--- config.mk ---
export PLATFORM = sky130hd
export DESIGN_NAME = teq_cell
export DESIGN_NICKNAME = d
export VERILOG_FILES = /design/src/hdl/teq_pkg.sv /design/src/hdl/teq_cell.sv
export SDC_FILE = /design/constraint.sdc
export NUM_CORES = 1
export LEC_CHECK = 0
export BUFFER_PORTS_ARGS = -buffer_cell sky130_fd_sc_hd__buf_2
export CORE_ASPECT_RATIO = 0.7
export CORE_UTILIZATION = 41
export DETAILED_ROUTE_END_ITERATION = 8
export PLACE_DENSITY = 0.69
export SYNTH_ARGS = -nofsm -noshare
export SYNTH_HDL_FRONTEND = slang
export SYNTH_SLANG_ARGS = --single-unit
--- constraint.sdc ---
create_clock -name clk -period 6.8 [get_ports clk]
set_input_delay 1.36 -clock clk [delete_from_list [all_inputs] [get_ports clk]]
set_output_delay 1.36 -clock clk [all_outputs]
set_load 0.05 [all_outputs]
--- src/hdl/teq_pkg.sv ---
package teq_pkg;
  localparam int TASK_SLOTS = 16;
  localparam int SLOT_W = $clog2(TASK_SLOTS);
  localparam int CNT_W = $clog2(TASK_SLOTS + 1);
  localparam logic [1:0] REQ_SCHED = 2'd0;
  localparam logic [1:0] REQ_CANCEL = 2'd1;
  localparam logic [1:0] REQ_TIME = 2'd2;
  localparam logic [1:0] ST_OK = 2'd0;
  localparam logic [1:0] ST_FULL = 2'd1;
  localparam logic [1:0] ST_NOTFOUND = 2'd2;
  localparam logic [47:0] MAX48 = 48'hFFFF_FFFF_FFFF;
  localparam logic [47:0] MS_PER_SEC = 48'd1000;
  // microseconds to milliseconds: x * ceil(2^30 / 1000) >> 30, exact for 20-bit x
  localparam logic [40:0] US_RECIP = 41'd1073742;
  localparam int US_RECIP_SHIFT = 30;

  typedef struct packed {
    logic        valid;
    logic [31:0] id;
    logic [47:0] due;
    logic [48:0] intv;
    logic        rpt;
    logic        done;
  } slot_t;

  typedef struct packed {
    logic              found;
    logic [SLOT_W-1:0] idx;
    logic [31:0]       id;
    logic [47:0]       due;
  } cand_t;

  typedef struct packed {
    logic [1:0]  op;
    logic [31:0] id;
    logic [47:0] due;
    logic [48:0] intv;
    logic        rpt;
    logic [47:0] now;
  } cmd_t;

  localparam logic [1:0] OP_NONE = 2'd0;
  localparam logic [1:0] OP_CLRDONE = 2'd1;
endpackage

--- src/hdl/teq_cell.sv ---
module teq_cell
  import teq_pkg::*;
(
  input  logic              clk,
  input  logic              rst,
  input  cmd_t              cmd,
  input  logic              wr_en,
  input  logic              kill,
  input  logic              fire,
  input  logic [SLOT_W-1:0] idx,
  input  cand_t             cand_in,
  output cand_t             cand_out,
  output slot_t             slot
);
  logic        take;
  logic [49:0] sum;
  logic [47:0] due_next;
  cand_t       cand_next;

  always_comb begin
    cand_next = cand_in;
    take = slot.valid && !slot.done && (slot.due <= cmd.now) &&
           (!cand_in.found || slot.due < cand_in.due ||
            (slot.due == cand_in.due && slot.id < cand_in.id));
    if (take) begin
      cand_next.found = 1'b1;
      cand_next.idx = idx;
      cand_next.id = slot.id;
      cand_next.due = slot.due;
    end
    sum = {2'b00, cmd.now} + {slot.intv[48], slot.intv};
    if (sum[49]) due_next = '0;
    else if (sum[48]) due_next = MAX48;
    else due_next = sum[47:0];
  end

  always_ff @(posedge clk) begin
    if (rst) begin
      slot.valid <= 1'b0;
      slot.done <= 1'b0;
      cand_out <= '0;
    end else begin
      cand_out <= cand_next;
      if (wr_en) begin
        slot.valid <= 1'b1;
        slot.done <= 1'b0;
        slot.id <= cmd.id;
        slot.due <= cmd.due;
        slot.intv <= cmd.intv;
        slot.rpt <= cmd.rpt;
      end else if (kill) begin
        slot.valid <= 1'b0;
      end else if (fire) begin
        slot.done <= 1'b1;
        if (slot.rpt) slot.due <= due_next;
        else slot.valid <= 1'b0;
      end else if (cmd.op == OP_CLRDONE) begin
        slot.done <= 1'b0;
      end
    end
  end
endmodule

; Yosys cells after proc, flatten, opt, wreduce, memory -nomap -nowiden
; Index checks and enable logic that the tools add are counted.
; W data, S select, Z words.
[totals]
reg_bits = 217
input_bits = 274
out_inout_bits = 217
[op_classes]
n_reduce_logical = 17
muxes = 13
eq_ne = 4
order_cmp = 3
add_sub_neg = 1
bitwise = 2
[op_table]
columns = cell, count
row1 = $mux W48, 6
row2 = $mux W85, 1
row3 = $add A49 B49 Y50, 1
row4 = $eq A48 B48 Y1, 1
row5 = $le A48 B48 Y1, 1
row6 = $lt A48 B48 Y1, 1
row7 = $lt A32 B32 Y1, 1
row8 = $mux W1, 6
row9 = $reduce_and A2 Y1, 3
row10 = $reduce_bool A2 Y1, 3
row11 = $logic_and A1 B1 Y1, 4
row12 = $reduce_and A4 Y1, 1
row13 = $ne A3 B3 Y1 const B, 1
row14 = $reduce_bool A3 Y1, 1
row15 = $eq A2 B1 Y1 const B, 1
row16 = $logic_not A1 Y1, 2
row17 = $logic_or A1 B1 Y1, 2
row18 = $ne A2 B2 Y1 const B, 1
row19 = $not A1 Y1, 2
row20 = $reduce_or A2 Y1, 1

; Logic depth before layout (Yosys ltp)
[depth]
depth_word = 7
ltp_mapped = 13
mapped_depth_nobuf = 11

; Worst setup path before layout
; No wires, ideal clock.
[synth_timing]
path_kind = input -> register
from = in rst
to = reg slot[100] (netlist name) (enable)
setup_slack_ns = 1.140
arrival_time_ns = 5.137
cell_stages = 3
n_path_buf = 2
setup_ns = 0.523
cell_sequence = clkbuf_1 -> clkbuf_1 -> nor2_1
[synth_between]
elab_chain_len = 2
[synth_rtl]
columns = item, line_no
row1 = from (decl), teq_cell.sv:5  ; input logic rst,
row2 = $not A1 Y1 (no line), n/a
row3 = $reduce_and A2 Y1 (no line), n/a
row4 = to (decl), teq_cell.sv:13  ; output slot_t slot
; No other way between the ends.
; A chain may end at the register's enable or synchronous reset.

; Worst setup path in the final report
[layout_timing]
from = in cmd[0] (netlist name)
to = reg slot[56] (netlist name) (data pin)
[layout_between]
elab_chain_len = 7
[layout_rtl]
columns = item, line_no
row1 = from (decl), teq_cell.sv:6  ; input cmd_t cmd,
row2 = $add A49 B49 Y50 *, teq_cell.sv:31  ; sum = {2'b00, cmd.now} + {slot.intv[48], slot.intv};
row3 = $mux W48, teq_cell.sv:33  ; else if (sum[48]) due_next = MAX48;
row4 = $mux W48 *, teq_cell.sv:32  ; if (sum[49]) due_next = '0;
row5 = $mux W48 *, teq_cell.sv:55  ; if (slot.rpt) slot.due <= due_next;
row6 = $mux W48 *, teq_cell.sv:53  ; end else if (fire) begin
row7 = $mux W48 *, teq_cell.sv:51  ; end else if (kill) begin
row8 = $mux W48 *, teq_cell.sv:44  ; if (wr_en) begin
; Mark *: on every way between the ends. The rest lies on a longest branch, timed or not. The select of a mux whose other input is x is not followed.

==> metrics.cfg <==
[worst_setup_path]
crit_path_max_fanout=32
critPathArrivalTime_ns=5.11
path_class=input port to flop
worstPathRequired_ns=7.19
startpoint_type=input port
reg2reg_depth=12
cp-end-kind=flop
ff2ff_setup_slack_ns=2.59

[die]
fp.dieH_um=160
core_area_um2=34900
ios=491
rows=57
die-area_um2=36500
die_w_um=228
start_util_pct=41.9

[global_route]
grt.met3_usage_pct=6.21
grt_use_met1_pct=35.6
grt_use_met2_pct=43.6
grt_pass1_wl_um=75500
antenna_found_initial=10
grt_usage_pct=27.0
globalRouteOverflowTotal=0
grt_start_max_net_pins=97
busiest_layer=met2
grt_pass1_vias=12800

[pwr]
p_sw_share_pct=36.4
power_frac_comb_pct=31.6
leakage_nw=8.84
peakVddDrop_mv=0.192
p_clk_share_pct=31.7
intPower_mw=2.76
powerDensity_nw_per_um2=237
seq_power_share_pct=36.8
power_switching_mw=1.58

[cts]
post-cts-setup-buffer-count=0
cts.htree.levels=1
root_buffer=clkbuf_16
post_cts_resized=0
clk_latency_ns=0.55
cts_tree=built
cts_max_path_buffers=3
holdBufCountCts=0
path_clk_slew_ns=0.07
numClockSinks=217
cts_buffers=24

[detailed_routing]
wl_per_cell_um=20.6
wirelength_um=51100
route.detailed.drc=0
vias=13300
drt.antenna.violating_nets=0
firstDrtPassIters=5
drtIter0Drc=1156
viasPerCell=5.34

[placed_design]
io_buffers=490
globalplace.congestion=0.965
postPlaceCellArea_um2=17500
dp_hpwl_um=41400

[cells_and_area]
syn2layout_area_growth_pct=25.2
layout-drive-gt1-share_pct=29.1
final_common_cell=buf_2
final_cell_mix=buf_2, ha_1, nand2b_1
fillers=3259
final_area_um2=18300
nNetsFinal=2433
seq_area_um2=5650
multiInputGateArea_um2=8140

[logic_synthesis]
synthXorXnorAreaFrac_pct=2.57
muxShareOfSynthArea_pct=5.88
synthAdderAreaFrac_pct=15.1
synth_edf_count=130
async_flop_share_pct=0
syn_avg_cell_area_um2=9.67
synth_top_family_by_area=compound AO/OA/AOI/OAI gates
synth_cell_types=67
yosysWarnings=0
synth_ff_type=edfxtp_1
syn_inst=1514
yosysSeqAreaShare_pct=38.6
synth-simple-area-share_pct=15.7
synth_compound_area_share_pct=16.2
synth_nets=1964
ys_ff_latch=217
netlist_area_um2=14600

[min_path]
hp-class=flop to flop
hold_depth=2

[sta]
finalHoldViolations=0
rsz0062_at_grt=no
min_period_ns=4.72
drv_slew=0
timing.fmax_mhz=212
setup_viol=0
worst_pin_slew_ns=0.945
slew_headroom_pct=36.2
fin_skew_ns=0.0136
setup_tns_ns=0
timing.final.crit_share_pct=69.4

[flow_run]
cap_viol_max_count=0

[outcome]
outcome=complete, no violations

==> worst max-delay path, cell delays in order <==
cell and delay (ns):
buf_2 0.11, ha_1 0.22, fa_1 0.43, a211oi_1 0.39, o211ai_2 0.16, a31oi_2 0.36, a2111oi_2 0.19, nor4b_4 0.30
nor2_2 0.11, a221oi_4 0.65, buf_4 0.50, o21ai_1 0.13, o21ai_1 0.16
==> power groups by stage <==
stage	combinational (mW)	sequential, mW	clock [mW]
2_1_floorplan	0.640	1.94	0
3_3_place_gp	1.33	1.62	0
3_5_place_dp	1.35	1.62	0
4_1_cts	1.36	1.59	1.40
5_1_grt	1.47	1.60	1.45
6_report	1.37	1.59	1.37
==> through the flow <==
step	hold slack [ns]	utilization (%)	power [mW]	instances	worst slack (ns)
floorplan	0.734	-	2.58	1514	1.14
global placement	0.513	50.0	2.95	2429	1.82
detailed placement	0.515	50.0	2.98	2429	1.64
CTS	0.525	52.4	4.35	2473	2.21
global route	0.568	52.4	4.52	2481	1.93
finish	0.520	52.4	4.34	2482	2.08
==> flip-flops by register name, summed over array words and instances (netlist names) <==
register  cells
slot        132
cand_out     85
==> cells in the mapped netlist (all sizes together) (5+ instances only) <==
| cell | n | share of area (%) |
|---|---|---|
| ha | 175 | 15 |
| nand2b | 173 | 7.4 |
| inv | 150 | 3.8 |
| edfxtp | 130 | 27 |
| o21ai | 122 | 4.6 |
| a21oi | 94 | 3.2 |
| dfxtp | 87 | 12 |
| mux2i | 86 | 5.9 |
| nand2 | 83 | 2.1 |
| a21o | 68 | 3.5 |
| nor2 | 52 | 1.4 |
| nand4 | 41 | 1.8 |
| clkbuf | 36 | 0.92 |
| xnor2 | 24 | 1.4 |
| buf | 20 | 1.2 |
| xor2 | 19 | 1.1 |
| nor3 | 15 | 0.55 |
| nand3 | 14 | 0.48 |
| a31oi | 12 | 0.60 |
| o211ai | 11 | 0.63 |
| nor2b | 10 | 0.43 |
| nor4 | 9 | 0.38 |
| o21bai | 9 | 0.46 |
| a211oi | 8 | 0.50 |
| o21a | 8 | 0.41 |
| and3 | 6 | 0.26 |
| or2 | 6 | 0.26 |
| a221oi | 5 | 0.46 |
| and2 | 5 | 0.21 |
==> per-layer routing <==
| layer | part of all wire [%] | wire, um |
|---|---|---|
| met3 | 8.6 | 4390 |
| met1 | 43 | 21800 |
| met4 | 3.4 | 1720 |
| met2 | 45 | 23200 |
| met5 | 0.025 | 13 |
==> path summary, 6_finish.rpt <==
| check | start | endpoint |
|---|---|---|
| hold reg to reg | slot[131]$_SDFFE_PP0P_ | slot[131]$_SDFFE_PP0P_ |
| hold / removal | slot[131]$_SDFFE_PP0P_ | slot[131]$_SDFFE_PP0P_ |
| setup / recovery | cmd[0] | slot[56]$_DFFE_PP_ |
| setup reg to reg | slot[2]$_DFFE_PP_ | slot[56]$_DFFE_PP_ |
==> logic make-up (layout without fill, tap and decap cells) <==
kind of cell / after synthesis / in the layout
AND/OR/NAND/NOR: 421 / 421
AO/OA/AOI/OAI: 365 / 365
flip-flops: 217 / 217
buffers and inverters: 206 / 693
adder cells (fa/ha/maj): 176 / 176
multiplexers: 86 / 86
XOR/XNOR: 43 / 43
other: 0 / 9
==> cell type report <==
class                   count  area share (%)
inverters                 150            3.07
clock inverters            10           0.342
multi-input cells        1091            44.4
well taps                 472            3.22
diodes                      9           0.123
clock buffers              34            4.23
flip-flops and latches    217            30.8
repair buffers            499            13.8
No activity file was read; power rests on OpenSTA's default activity.
